<file path="config.mk">
export PLATFORM = sky130hd
export DESIGN_NAME = lock_order_deadlock_checker_unit_flat
export DESIGN_NICKNAME = d
export VERILOG_FILES = /design/src/sv/lodc_pkg.sv /design/src/sv/lodc_in_if.sv /design/src/sv/lodc_out_if.sv /design/src/sv/lodc_datapath.sv /design/src/sv/lodc_ctrl.sv /design/src/sv/lock_order_deadlock_checker_unit.sv /design/src/flat_wrapper.sv
export SDC_FILE = /design/constraint.sdc
export NUM_CORES = 1
export LEC_CHECK = 0
export BUFFER_PORTS_ARGS = -buffer_cell sky130_fd_sc_hd__buf_2
export CAP_MARGIN = 15
export CORE_ASPECT_RATIO = 1.2
export CORE_MARGIN = 4
export CORE_UTILIZATION = 65
export DETAILED_ROUTE_END_ITERATION = 6
export PLACE_DENSITY = 0.84
export SYNTH_ARGS = -nofsm -noshare
export SYNTH_HDL_FRONTEND = slang
export SYNTH_HIERARCHICAL = 1
export SYNTH_SLANG_ARGS = --single-unit
</file>
<file path="constraint.sdc">
create_clock -name clk -period 11.4 [get_ports clk]
set_input_delay 1.14 -clock clk [delete_from_list [all_inputs] [get_ports clk]]
set_output_delay 1.14 -clock clk [all_outputs]
set_load 0.01 [all_outputs]
</file>
<file path="src/sv/lodc_pkg.sv">
`timescale 1ns / 1ps
// ----------------------------------------------------------------------------
// lodc_pkg
// Shared widths, codes and control/status bundles for the lock-order checker.
// ----------------------------------------------------------------------------
package lodc_pkg;

  localparam int LOCK_COUNT_DEF  = 16;
  localparam int STACK_DEPTH_DEF = 32;

  // fixed word field widths
  localparam int LID_W    = 4;
  localparam int STATUS_W = 3;
  localparam int COUNT_W  = 6;

  typedef enum logic [STATUS_W-1:0] {
    ST_OK             = 3'd0,
    ST_MULTI_UNLOCK   = 3'd1,
    ST_INVALID_UNLOCK = 3'd2,
    ST_DEADLOCK       = 3'd3,
    ST_STACK_FULL     = 3'd4
  } status_t;

  typedef enum logic {
    OP_ACQUIRE = 1'b0,
    OP_RELEASE = 1'b1
  } op_t;

  // controller -> datapath
  typedef struct packed {
    logic    take_in;
    logic    row_walk;
    logic    push;
    logic    pop;
    logic    set_fault;
    status_t fault_code;
    logic    edge_set;
    logic    walk_init;
    logic    walk_pass;
    logic    walk_run;
    logic    out_load;
  } dp_cmd_t;

  // datapath -> controller
  typedef struct packed {
    op_t  op;
    logic in_range;
    logic frozen;
    logic empty;
    logic full;
    logic top_match;
    logic edge_known;
    logic found;
    logic pass_done;
    logic changed;
  } dp_stat_t;

endpackage

</file>
<file path="src/sv/lodc_in_if.sv">
`timescale 1ns / 1ps
// ----------------------------------------------------------------------------
// lodc_in_if
// Request channel: one acquire/release word per handshake.
// ----------------------------------------------------------------------------
interface lodc_in_if import lodc_pkg::*; ();
  logic             valid;
  logic             ready;
  logic             operation;
  logic [LID_W-1:0] lock_id;

  modport source (output valid, output operation, output lock_id, input ready);
  modport sink   (input valid, input operation, input lock_id, output ready);
endinterface

</file>
<file path="src/sv/lodc_out_if.sv">
`timescale 1ns / 1ps
// ----------------------------------------------------------------------------
// lodc_out_if
// Result channel: status and held count, one word per request.
// ----------------------------------------------------------------------------
interface lodc_out_if import lodc_pkg::*; ();
  logic                valid;
  logic                ready;
  logic [STATUS_W-1:0] status;
  logic [COUNT_W-1:0]  held_count;

  modport source (output valid, output status, output held_count, input ready);
  modport sink   (input valid, input status, input held_count, output ready);
endinterface

</file>
<file path="src/sv/lodc_datapath.sv">
`timescale 1ns / 1ps
// ----------------------------------------------------------------------------
// lodc_datapath
// Held-lock stack, edge matrix with row valid bits, reachability scan,
// sticky fault and the result register.
// ----------------------------------------------------------------------------
module lodc_datapath import lodc_pkg::*; #(
  parameter int LOCK_COUNT  = LOCK_COUNT_DEF,
  parameter int STACK_DEPTH = STACK_DEPTH_DEF
) (
  input  logic                clk,
  input  logic                rst_n,
  input  logic                in_operation,
  input  logic [LID_W-1:0]    in_lock_id,
  input  dp_cmd_t             cmd,
  output dp_stat_t            stat,
  output logic [STATUS_W-1:0] res_status,
  output logic [COUNT_W-1:0]  res_held_count
);

  localparam int IDW = $clog2(LOCK_COUNT);
  localparam int SCW = $clog2(LOCK_COUNT + 1);
  localparam int SAW = $clog2(STACK_DEPTH);
  localparam int DW  = $clog2(STACK_DEPTH + 1);

  op_t                   op_r;
  logic [LID_W-1:0]      id_r;
  logic [DW-1:0]         depth_r, depth_nxt;
  status_t               fault_r, fault_nxt;
  logic [LID_W-1:0]      top_r;
  logic [LID_W-1:0]      stack_mem [STACK_DEPTH];

  logic [LOCK_COUNT-1:0] edge_mem [LOCK_COUNT];
  logic [LOCK_COUNT-1:0] edge_vld_r;
  logic [LOCK_COUNT-1:0] row_r;
  logic [IDW-1:0]        row_idx_r;

  logic [SCW-1:0]        scan_r;
  logic                  pipe_v_r;
  logic [LOCK_COUNT-1:0] reach_r, reach_upd;
  logic                  changed_r;

  logic [STATUS_W-1:0]   out_status_r;
  logic [COUNT_W-1:0]    out_count_r;

  logic [IDW-1:0]        id_idx, top_idx, row_addr;
  logic [LOCK_COUNT-1:0] id_bit;
  logic                  consume;
  logic                  scan_more;

  assign id_idx   = IDW'(id_r);
  assign top_idx  = IDW'(top_r);
  assign row_addr = cmd.row_walk ? IDW'(scan_r) : top_idx;
  assign id_bit   = LOCK_COUNT'(1) << id_idx;

  // input word
  always_ff @(posedge clk) begin
    if (cmd.take_in) begin
      op_r <= op_t'(in_operation);
      id_r <= in_lock_id;
    end
  end

  // held-lock stack; top is re-read every cycle at depth-1
  always_ff @(posedge clk) begin
    if (cmd.push) begin
      stack_mem[SAW'(depth_r)] <= id_r;
    end
    top_r <= stack_mem[SAW'(depth_r - DW'(1))];
  end

  always_comb begin
    depth_nxt = depth_r;
    if (cmd.push) begin
      depth_nxt = depth_r + DW'(1);
    end else if (cmd.pop) begin
      depth_nxt = depth_r - DW'(1);
    end
    fault_nxt = cmd.set_fault ? cmd.fault_code : fault_r;
  end

  always_ff @(posedge clk) begin
    if (!rst_n) begin
      depth_r <= '0;
      fault_r <= ST_OK;
    end else begin
      depth_r <= depth_nxt;
      fault_r <= fault_nxt;
    end
  end

  // edge matrix: rows never written read as zero
  always_ff @(posedge clk) begin
    if (cmd.edge_set) begin
      edge_mem[top_idx] <= row_r | id_bit;
    end
    row_r     <= edge_vld_r[row_addr] ? edge_mem[row_addr] : '0;
    row_idx_r <= row_addr;
  end

  always_ff @(posedge clk) begin
    if (!rst_n) begin
      edge_vld_r <= '0;
    end else if (cmd.edge_set) begin
      edge_vld_r[top_idx] <= 1'b1;
    end
  end

  // reachability from the new lock: row scan, repeated until nothing changes
  assign scan_more = scan_r < SCW'(LOCK_COUNT);
  assign consume   = cmd.walk_run && pipe_v_r && reach_r[row_idx_r];
  assign reach_upd = consume ? (reach_r | row_r) : reach_r;

  always_ff @(posedge clk) begin
    if (!rst_n) begin
      scan_r    <= '0;
      pipe_v_r  <= 1'b0;
      reach_r   <= '0;
      changed_r <= 1'b0;
    end else if (cmd.walk_init) begin
      scan_r    <= '0;
      pipe_v_r  <= 1'b0;
      reach_r   <= id_bit;
      changed_r <= 1'b0;
    end else if (cmd.walk_pass) begin
      scan_r    <= '0;
      pipe_v_r  <= 1'b0;
      changed_r <= 1'b0;
    end else if (cmd.walk_run) begin
      reach_r   <= reach_upd;
      changed_r <= changed_r | (reach_upd != reach_r);
      pipe_v_r  <= scan_more;
      if (scan_more) begin
        scan_r <= scan_r + SCW'(1);
      end
    end
  end

  // result register
  always_ff @(posedge clk) begin
    if (cmd.out_load) begin
      out_status_r <= fault_r;
      out_count_r  <= COUNT_W'(depth_r);
    end
  end

  assign res_status     = out_status_r;
  assign res_held_count = out_count_r;

  always_comb begin
    stat.op         = op_r;
    stat.in_range   = 32'(id_r) < 32'(LOCK_COUNT);
    stat.frozen     = fault_r != ST_OK;
    stat.empty      = depth_r == '0;
    stat.full       = depth_r == DW'(STACK_DEPTH);
    stat.top_match  = top_r == id_r;
    stat.edge_known = row_r[id_idx];
    stat.found      = reach_r[top_idx];
    stat.pass_done  = !scan_more && !pipe_v_r;
    stat.changed    = changed_r;
  end

endmodule

</file>
<file path="src/sv/lodc_ctrl.sv">
`timescale 1ns / 1ps
// ----------------------------------------------------------------------------
// lodc_ctrl
// Sequencer: decodes each request, runs the cycle search, hands off results.
// ----------------------------------------------------------------------------
module lodc_ctrl import lodc_pkg::*; (
  input  logic     clk,
  input  logic     rst_n,
  input  logic     in_valid,
  output logic     in_ready,
  output logic     out_valid,
  input  logic     out_ready,
  input  dp_stat_t stat,
  output dp_cmd_t  cmd
);

  typedef enum logic [4:0] {
    S_IDLE = 5'b00001,
    S_CHK  = 5'b00010,
    S_EDGE = 5'b00100,
    S_WALK = 5'b01000,
    S_FIN  = 5'b10000
  } state_t;

  state_t state_r, state_nxt;
  logic   out_valid_r, out_valid_nxt;

  always_comb begin
    cmd            = '0;
    cmd.fault_code = ST_OK;
    state_nxt      = state_r;
    unique case (state_r)
      S_IDLE: begin
        if (in_valid) begin
          cmd.take_in = 1'b1;
          state_nxt   = S_CHK;
        end
      end
      S_CHK: begin
        state_nxt = S_FIN;
        if (stat.frozen || !stat.in_range) begin
          // no change, just report
        end else if (stat.op == OP_RELEASE) begin
          if (stat.empty) begin
            cmd.set_fault  = 1'b1;
            cmd.fault_code = ST_MULTI_UNLOCK;
          end else if (stat.top_match) begin
            cmd.pop = 1'b1;
          end else begin
            cmd.set_fault  = 1'b1;
            cmd.fault_code = ST_INVALID_UNLOCK;
          end
        end else if (stat.full) begin
          cmd.set_fault  = 1'b1;
          cmd.fault_code = ST_STACK_FULL;
        end else if (stat.empty || stat.top_match) begin
          cmd.push = 1'b1;
        end else begin
          state_nxt = S_EDGE;
        end
      end
      S_EDGE: begin
        if (stat.edge_known) begin
          cmd.push  = 1'b1;
          state_nxt = S_FIN;
        end else begin
          cmd.edge_set  = 1'b1;
          cmd.walk_init = 1'b1;
          state_nxt     = S_WALK;
        end
      end
      S_WALK: begin
        cmd.row_walk = 1'b1;
        if (stat.found) begin
          cmd.set_fault  = 1'b1;
          cmd.fault_code = ST_DEADLOCK;
          state_nxt      = S_FIN;
        end else if (stat.pass_done) begin
          if (stat.changed) begin
            cmd.walk_pass = 1'b1;
          end else begin
            cmd.push  = 1'b1;
            state_nxt = S_FIN;
          end
        end else begin
          cmd.walk_run = 1'b1;
        end
      end
      S_FIN: begin
        if (!out_valid_r || out_ready) begin
          cmd.out_load = 1'b1;
          state_nxt    = S_IDLE;
        end
      end
      default: begin
        state_nxt = S_IDLE;
      end
    endcase
  end

  assign out_valid_nxt = cmd.out_load | (out_valid_r & ~out_ready);

  always_ff @(posedge clk) begin
    if (!rst_n) begin
      state_r     <= S_IDLE;
      out_valid_r <= 1'b0;
    end else begin
      state_r     <= state_nxt;
      out_valid_r <= out_valid_nxt;
    end
  end

  assign in_ready  = state_r == S_IDLE;
  assign out_valid = out_valid_r;

endmodule

</file>
<file path="src/sv/lock_order_deadlock_checker_unit.sv">
`timescale 1ns / 1ps
// Lock-order deadlock checker. Each request word names an acquire or a
// release of one lock; each request gives exactly one result word with the
// sticky status (ok, multiple unlock, invalid unlock, deadlock, stack full)
// and the number of held locks afterwards. Once any error is reported the
// block keeps reporting it, without changing state, until reset. Requests are
// handled one at a time. A release, a re-acquire of the top lock, an acquire
// on an empty stack and any request after an error go from the check state
// straight to the result; an acquire whose order edge is already known
// passes through the edge state first. An acquire that records a new edge
// starts a reachability search over the edge matrix, one matrix row read per
// cycle, in passes that repeat until nothing new is reached or the previous
// top lock is hit. The edge matrix comes out of reset empty through per-row
// valid bits, so no clearing pass is needed. Lock ids at or above LOCK_COUNT
// are ignored and report the current status and count.
// ----------------------------------------------------------------------------
// lock_order_deadlock_checker_unit
// Top level: sequencer plus datapath, request and result channels.
// ----------------------------------------------------------------------------
module lock_order_deadlock_checker_unit import lodc_pkg::*; #(
  parameter int LOCK_COUNT  = LOCK_COUNT_DEF,
  parameter int STACK_DEPTH = STACK_DEPTH_DEF
) (
  input  logic        clk,
  input  logic        rst_n,
  lodc_in_if.sink     in_chan,
  lodc_out_if.source  out_chan
);

  dp_cmd_t  cmd;
  dp_stat_t stat;

  // sequencer: owns the handshakes and the per-request flow
  lodc_ctrl u_ctrl (
    .clk       (clk),
    .rst_n     (rst_n),
    .in_valid  (in_chan.valid),
    .in_ready  (in_chan.ready),
    .out_valid (out_chan.valid),
    .out_ready (out_chan.ready),
    .stat      (stat),
    .cmd       (cmd)
  );

  // datapath: held stack, order matrix, search state, result register
  lodc_datapath #(
    .LOCK_COUNT  (LOCK_COUNT),
    .STACK_DEPTH (STACK_DEPTH)
  ) u_dp (
    .clk            (clk),
    .rst_n          (rst_n),
    .in_operation   (in_chan.operation),
    .in_lock_id     (in_chan.lock_id),
    .cmd            (cmd),
    .stat           (stat),
    .res_status     (out_chan.status),
    .res_held_count (out_chan.held_count)
  );

endmodule
</file>
<file path="src/flat_wrapper.sv">
// flat-port wrapper written by rule: the top's interface ports become plain ports
module lock_order_deadlock_checker_unit_flat import lodc_pkg::*;
#(
  parameter int LOCK_COUNT  = LOCK_COUNT_DEF,
  parameter int STACK_DEPTH = STACK_DEPTH_DEF
)
  (clk, rst_n, in_chan_valid, in_chan_operation, in_chan_lock_id, in_chan_ready, out_chan_valid, out_chan_status, out_chan_held_count, out_chan_ready);
  lodc_in_if in_chan_i ();
  lodc_out_if out_chan_i ();
  input  logic clk;
  input  logic rst_n;
  input wire logic [$bits(in_chan_i.valid)-1:0] in_chan_valid;
  input wire logic [$bits(in_chan_i.operation)-1:0] in_chan_operation;
  input wire logic [$bits(in_chan_i.lock_id)-1:0] in_chan_lock_id;
  output wire logic [$bits(in_chan_i.ready)-1:0] in_chan_ready;
  output wire logic [$bits(out_chan_i.valid)-1:0] out_chan_valid;
  output wire logic [$bits(out_chan_i.status)-1:0] out_chan_status;
  output wire logic [$bits(out_chan_i.held_count)-1:0] out_chan_held_count;
  input wire logic [$bits(out_chan_i.ready)-1:0] out_chan_ready;
  assign in_chan_i.valid = in_chan_valid;
  assign in_chan_i.operation = in_chan_operation;
  assign in_chan_i.lock_id = in_chan_lock_id;
  assign in_chan_ready = in_chan_i.ready;
  assign out_chan_valid = out_chan_i.valid;
  assign out_chan_status = out_chan_i.status;
  assign out_chan_held_count = out_chan_i.held_count;
  assign out_chan_i.ready = out_chan_ready;
  lock_order_deadlock_checker_unit #(.LOCK_COUNT(LOCK_COUNT), .STACK_DEPTH(STACK_DEPTH)) u_core (.clk(clk), .rst_n(rst_n), .in_chan(in_chan_i), .out_chan(out_chan_i));
endmodule
</file>
==> results.ini, run 1 <==
[floorplanning]
die_width_um=166
pin_count=20
die_h_um=198
rows=69
dieArea_um2=32900
coreArea_um2=29600
initial_core_util_pct=65.9

[logic_synthesis]
synth.distinct_cells=69
synth_ff_type=edfxtp_1
synth_top_area_share_pct=61.3
ys_ff_latch=476
syn_inst=1400
ys_seq_area_share_pct=69.3
synth_async_sr_flop_share_pct=0
syn_nets=1415
yosysTopAreaCell=edfxtp_1
yosys-top-cells-area=edfxtp_1 61%, dfxtp_1 8.0%, mux4_2 6.1%, nand2_1 5.4%, and3_1 2.3%
avgSynthCellArea_um2=13.9
synthesis.area_um2=19500
yosysWarnings=6
synth_edf_count=398

[place]
gp_congestion=0.879
dp_hpwl_um=26600
port_buffers=19

[power_and_ir_drop]
p_leak_uw=0.00739
power_frac_clock_pct=39.5
internal-power_uw=2910
p_seq_share_pct=51.7
power.share.combinational_pct=8.8
p_total_uw=3800
switching_power_uw=888
switching_share_pct=23.4
peakVddDrop_mv=0.179
powerDensity_nw_per_um2=176

[global_route]
gr-usage-all-layers_pct=26.8
grt_max_degree=71
gr-total-overflow=0
antenna_found_initial=0
first_global_vias=12146
grt_first_pass_wirelength_um=68300

[cells_and_area]
area.sequential_um2=13500
antenna_cells=0
fill_cells=1725
multi_input_area_um2=5530
synthToLayoutAreaGrowth_pct=10.4
layout_commonest_cell=edfxtp_1
nets=1432
layout-drive-gt1-share_pct=16.5
final_cell_mix=398 x edfxtp_1, 283 x nand2_1, 77 x dfxtp_1

[worst_setup_path]
endpoint_kind=flip-flop
worstReg2RegStart=u_core/u_dp/id_idx[0]$_DFFE_PP_
reg2reg_setup_slack_ns=7.14
critPathKind=reg2reg
cp.arrival_ns=4.43
endpoint=u_core/u_dp/edge_mem[4][0]$_DFFE_PP_
cp-startpoint=u_core/u_dp/id_idx[0]$_DFFE_PP_
startpoint_type=flip-flop
path_max_fanout=45
r2r_cells=7
r2r_end=u_core/u_dp/edge_mem[4][0]$_DFFE_PP_
crit_required_ns=11.57

[cts]
post_cts_buffers=0
cts_tree=yes
cts.htree.levels=2
ctsRootBufferMaster=clkbuf_16
cts_resized=0
numClockSinks=476
clockBufferDepth=3
clk_latency_ns=0.57
cts_buffers=44
path_clk_slew_ns=0.07
cts_hold_buf=0

[sta]
period_minus_slack_ns=4.26
fin_setup_tns_ns=0
hold_viol_final=0
rsz0062_at_grt=false
slew_viol_final=0
fmax_mhz=235
skew_ns=0.0319
setup_viol=0
period_share_pct=37.4
tightest_slew_ns=1.31
max_slew_margin_pct=12.0

[drt]
drt_iter0_markers=1637
ant_nets=0
postRouteWirelength_um=45000
drc=0
vias_per_cell=6.56
num_vias=12073
wl_per_cell_um=24.4
drt-pass1-iter-count=6

[status]
outcome=complete, no violations

[worst_hold_path]
holdPathStages=1
holdCritPathClass=reg2reg

[job]
cap_violations=0

layout make-up:
type / instances / area share [%]
well taps: 390 / 2.27
clock inverters: 27 / 1.38
repair buffers: 58 / 1.89
clock buffers: 53 / 5.51
inverters: 27 / 0.506
flip-flops and latches: 476 / 62.8
multi-input cells: 810 / 25.7
worst min path at each step:
stage                                            startpoint                                      end  slack [ns]
global route        u_core/u_dp/edge_vld_r[15]$_SDFFE_PN0P_  u_core/u_dp/edge_vld_r[15]$_SDFFE_PN0P_        0.49
floorplan               u_core/u_dp/fault_r[1]$_SDFFE_PN0P_      u_core/u_dp/res_status[1]$_DFFE_PP_        0.42
CTS                 u_core/u_dp/edge_vld_r[15]$_SDFFE_PN0P_  u_core/u_dp/edge_vld_r[15]$_SDFFE_PN0P_        0.47
global placement        u_core/u_dp/fault_r[1]$_SDFFE_PN0P_      u_core/u_dp/res_status[1]$_DFFE_PP_        0.45
detailed placement      u_core/u_dp/fault_r[2]$_SDFFE_PN0P_      u_core/u_dp/res_status[2]$_DFFE_PP_        0.45
finish               u_core/u_dp/edge_vld_r[7]$_SDFFE_PN0P_   u_core/u_dp/edge_vld_r[7]$_SDFFE_PN0P_        0.47
routing by layer:
metal,GRT usage (%),routed length [um]
met3,4.65,3610
met5,0,0
met1,32.5,15600
met4,11.4,1790
met2,48.0,24000
worst max-delay path, cell delays in order, from the launching register on:
cell and delay (ns):
edfxtp_1 0.34, buf_4 0.43, mux4_2 0.56, mux4_2 0.53, nor4b_2 0.23, buf_4 0.28, or3b_2 0.57, nor2_2 0.91
per-stage QoR:
stage / utilization (%) / cells / area, um^2 / hold slack (ns) / worst slack, ns
floorplan: - / 1400 / 19500 / 0.421 / 6.26
global placement: 67.6 / 1758 / 20000 / 0.447 / 7.30
detailed placement: 67.6 / 1758 / 20000 / 0.446 / 7.25
CTS: 72.6 / 1838 / 21500 / 0.470 / 7.18
global route: 72.7 / 1841 / 21500 / 0.485 / 7.05
finish: 72.7 / 1841 / 21500 / 0.468 / 7.14
cell usage after synthesis (5+ instances only):
| cell | number |
|---|---|
| o22ai_1 | 6 |
| nand2b_1 | 13 |
| mux4_2 | 53 |
| clkbuf_1 | 47 |
| nor3_1 | 20 |
| and3_1 | 72 |
| o21ai_0 | 16 |
| o21a_1 | 19 |
| buf_2 | 18 |
| a22oi_1 | 32 |
| inv_1 | 24 |
| edfxtp_1 | 398 |
| mux2i_1 | 11 |
| buf_1 | 8 |
| nand2_1 | 283 |
| dfxtp_1 | 78 |
| a221o_1 | 9 |
| nand3_1 | 6 |
| xor2_1 | 9 |
| a21oi_1 | 10 |
| nor2b_1 | 12 |
| o31ai_1 | 5 |
| buf_6 | 7 |
| a31oi_1 | 64 |
| a22o_1 | 9 |
| a21oi_2 | 10 |
| nor2_1 | 68 |
| buf_4 | 7 |
| ha_1 | 6 |
| mux2_2 | 13 |
cell families (layout without fill, tap and decap cells):
kind of cell / Yosys count / count (layout) / synth area share (%)
simple gates: 511 / 511 / 11.9
compound gates: 198 / 198 / 7.19
buf+inv: 114 / 165 / 2.74
fa+ha+maj: 6 / 6 / 0.385
other cells: 1 / 1 / 0.0192
mux: 82 / 82 / 7.88
xor+xnor: 12 / 12 / 0.577
flops: 476 / 476 / 69.3
power by group through the flow:
stage,Combinational [uW],Sequential (uW),Clock [uW]
floorplan,219,2000,0
global placement,316,2000,0
detailed placement,325,2000,0
CTS,328,1960,1510
global route,360,1960,1590
finish,334,1960,1500
sequential cells by signal, summed over array words and instances (netlist names):
name	count
u_core/u_ctrl/out_valid	1
u_core/u_ctrl/state_r	5
u_core/u_dp/changed_r	1
u_core/u_dp/depth_r	6
u_core/u_dp/edge_mem	256
u_core/u_dp/edge_vld_r	16
u_core/u_dp/fault_r	3
u_core/u_dp/id_idx	4
u_core/u_dp/op_r	1
u_core/u_dp/pipe_v_r	1
u_core/u_dp/reach_r	16
u_core/u_dp/res_held_count	6
u_core/u_dp/res_status	3
u_core/u_dp/row_idx_r	4
u_core/u_dp/row_r	16
u_core/u_dp/scan_r	5
u_core/u_dp/stack_mem	128
u_core/u_dp/top_idx	4
Power figures use the tool's default switching activity.
==> inputs of run 2 (changes only) <==
--- a/config.mk
+++ b/config.mk
@@ -9,9 +9,9 @@
 export CAP_MARGIN = 15
 export CORE_ASPECT_RATIO = 1.2
 export CORE_MARGIN = 4
-export CORE_UTILIZATION = 65
+export CORE_UTILIZATION = 63
 export DETAILED_ROUTE_END_ITERATION = 6
-export PLACE_DENSITY = 0.84
+export PLACE_DENSITY = 0.81
 export SYNTH_ARGS = -nofsm -noshare
 export SYNTH_HDL_FRONTEND = slang
 export SYNTH_HIERARCHICAL = 1
==> constraint.sdc (replaced) <==
create_clock -name clk -period 4.4 [get_ports clk]
set_input_delay 0.44 -clock clk [delete_from_list [all_inputs] [get_ports clk]]
set_output_delay 0.44 -clock clk [all_outputs]
set_load 0.01 [all_outputs]
==> run 2 against run 1 <==
Effect of this change: the run now ends with DRC left; critical path depth is 1 lower; global-route usage is 1.3 points higher; utilization is 1.2 points lower; routed wire length is 5.4% higher; sequential power grew to 2.6 times the previous value; die area is 3.0% higher; register-to-register slack worse by 6.5 ns; via count is 2.6% higher; clock-buffer cell count is 7 higher; hold slack worse by 0.40 ns; largest power group unchanged; sequential share of layout area is 0.78 points lower.
==> results.ini, run 2 (synthesis results as in run 1) <==
[cts]
numClockSinks=476  ; unchanged
cts_tree=yes
clockBufferDepth=3  ; unchanged
ctsRootBufferMaster=clkbuf_16
cts_hold_buf=0  ; unchanged
post_cts_buffers=0  ; unchanged
cts_resized=0  ; unchanged
cts.htree.levels=2  ; unchanged
cts_buffers=44  ; unchanged
clk_latency_ns=0.56  ; about the same
path_clk_slew_ns=0.06  ; about the same

[cells_and_area]
final_cell_mix=398 x edfxtp_1, 283 x nand2_1, 77 x dfxtp_1
antenna_cells=0  ; unchanged
layout-drive-gt1-share_pct=17.7  ; +1.2 points
fin_area_um2=21800  ; +1.3%
nets=1458  ; +1.8%
largest_register=u_core/u_dp/edge_mem
top_regs=u_core/u_dp/edge_mem (256), u_core/u_dp/stack_mem (128)
largest_reg_flops=256  ; unchanged
synthToLayoutAreaGrowth_pct=11.8
layout_commonest_cell=edfxtp_1

[place]
port_buffers=19  ; unchanged
gp_congestion=0.890  ; +1.2%
dp_hpwl_um=29200  ; +9.7%
postPlaceCellArea_um2=20300  ; +1.4%

[status]
violations=DRC
outcome=finished, violations left

[power_and_ir_drop]
internal-power_uw=7680  ; +160%
power_frac_clock_pct=39.9  ; +0.4 points
power.share.combinational_pct=9.2  ; +0.4 points
switching_share_pct=23.1  ; -0.25 points
p_seq_share_pct=50.9  ; -0.8 points
peakVddDrop_mv=0.400  ; +120%
powerDensity_nw_per_um2=458  ; +160%
p_total_uw=9990  ; +160%
switching_power_uw=2310  ; +160%
p_leak_uw=0.00756  ; +2.3%

[floorplanning]
die_width_um=169  ; +1.5%
rows=70  ; +1.4%
die_h_um=201  ; +1.5%
initial_core_util_pct=64.0  ; -1.9 points
dieArea_um2=33800  ; +3.0%
pin_count=20  ; unchanged
coreArea_um2=30500  ; +2.9%

[sta]
rsz0062_at_grt=false
skew_ns=0.0217  ; -0.0102 ns
period_minus_slack_ns=3.74  ; -0.521 ns
slew_viol_final=0  ; unchanged
hold_viol_final=0  ; unchanged
tightest_slew_ns=1.09  ; -0.225 ns
fmax_mhz=267  ; +14%
period_share_pct=85.0  ; +48 points
setup_viol=0  ; unchanged
fin_setup_tns_ns=0  ; unchanged
max_slew_margin_pct=27.0  ; +15 points

[drt]
postRouteWirelength_um=47400  ; +5.4%
drt_iter0_markers=1620  ; -1.0%
drc=1  ; +1
ant_nets=0  ; unchanged
vias_per_cell=6.61  ; +0.72%
wl_per_cell_um=25.3  ; +3.5%
num_vias=12385  ; +2.6%
drt-pass1-iter-count=7  ; +1

[worst_hold_path]
holdPathStages=1  ; unchanged
holdCritPathClass=in2reg
hold_path_end=u_core/u_dp/op_r$_DFFE_PP_
min-delay-start=in_chan_operation

[worst_setup_path]
startpoint_type=flip-flop
worstReg2RegStart=u_core/u_dp/top_idx[0]$_DFF_P_
path_max_fanout=11  ; -76%
critPathKind=reg2reg
cp.arrival_ns=3.93  ; -0.50 ns
r2r_end=u_core/u_dp/stack_mem[16][0]$_DFFE_PP_
endpoint_kind=flip-flop
reg2reg_setup_slack_ns=0.66  ; -6.48 ns
r2r_cells=6  ; -1
crit_required_ns=4.59  ; -6.98 ns

[global_route]
antenna_found_initial=0  ; unchanged
first_global_vias=12461  ; +2.6%
grt_max_degree=91  ; +28%
grt_first_pass_wirelength_um=73100  ; +7.1%
gr-total-overflow=0  ; unchanged
gr-usage-all-layers_pct=28.1  ; +1.3 points

[job]
cap_violations=0  ; unchanged

run 2: stage by stage:
step | hold WS [ns] | setup slack, ns | util, % | std cells
after detailed placement | 0.444 | 0.730 | 66.5 | 1793
final | 0.0714 | 0.659 | 71.5 | 1875
after global placement | 0.444 | 0.830 | 66.5 | 1793
after floorplan | 0.421 | -0.0628 | - | 1400
after global routing | 0.0680 | 0.523 | 71.5 | 1875
after CTS | 0.0539 | 0.696 | 71.5 | 1875
run 2: layer usage:
layer	wire, um	vias up	GRT usage (%)
li1	-	5337	-
met1	16700	6071	35.5
met2	24000	794	47.9
met3	4100	183	4.63
met4	2630	0	12.8
met5	0	-	0
run 2: final cells by class:
cell class / count / area [um^2]
Multi-Input combinational cell: 810 / 5560
Sequential cell: 476 / 13500
Clock inverter: 22 / 298
Fill cell: 1865 / 8680
Timing Repair Buffer: 84 / 608
Tap cell: 396 / 495
Clock buffer: 60 / 1220
Inverter: 27 / 109
run 2: critical path, stage by stage (launching register included):
cell and delay [ns]:
dfxtp_1 0.82, mux4_2 0.59, mux4_2 0.54, o311ai_1 0.35, buf_4 0.24, nand3_1 0.26, nor3_1 0.57
run 2: worst max-delay path by stage:
| stage | cells after the start | slack [ns] | from | end |
|---|---|---|---|---|
| 2_1_floorplan | 7 | -0.06 | u_core/u_dp/id_idx[0]$_DFFE_PP_ | u_core/u_dp/edge_mem[4][0]$_DFFE_PP_ |
| 3_3_place_gp | 6 | 0.83 | u_core/u_dp/top_idx[0]$_DFF_P_ | u_core/u_dp/stack_mem[16][3]$_DFFE_PP_ |
| 3_5_place_dp | 7 | 0.73 | u_core/u_dp/top_idx[0]$_DFF_P_ | u_core/u_dp/stack_mem[11][0]$_DFFE_PP_ |
| 4_1_cts | 6 | 0.70 | u_core/u_dp/top_idx[0]$_DFF_P_ | u_core/u_dp/stack_mem[16][0]$_DFFE_PP_ |
| 5_1_grt | 9 | 0.52 | u_core/u_dp/id_idx[0]$_DFFE_PP_ | u_core/u_dp/stack_mem[16][0]$_DFFE_PP_ |
| 6_report | 6 | 0.66 | u_core/u_dp/top_idx[0]$_DFF_P_ | u_core/u_dp/stack_mem[16][0]$_DFFE_PP_ |
run 2: power by group through the flow:
stage / combinational [uW] / clock, uW / sequential [uW]
after floorplan: 570 / 0 / 5180
after global placement: 870 / 0 / 5180
after detailed placement: 892 / 0 / 5180
after CTS: 906 / 4030 / 5080
after global routing: 983 / 4230 / 5080
final: 919 / 3990 / 5080
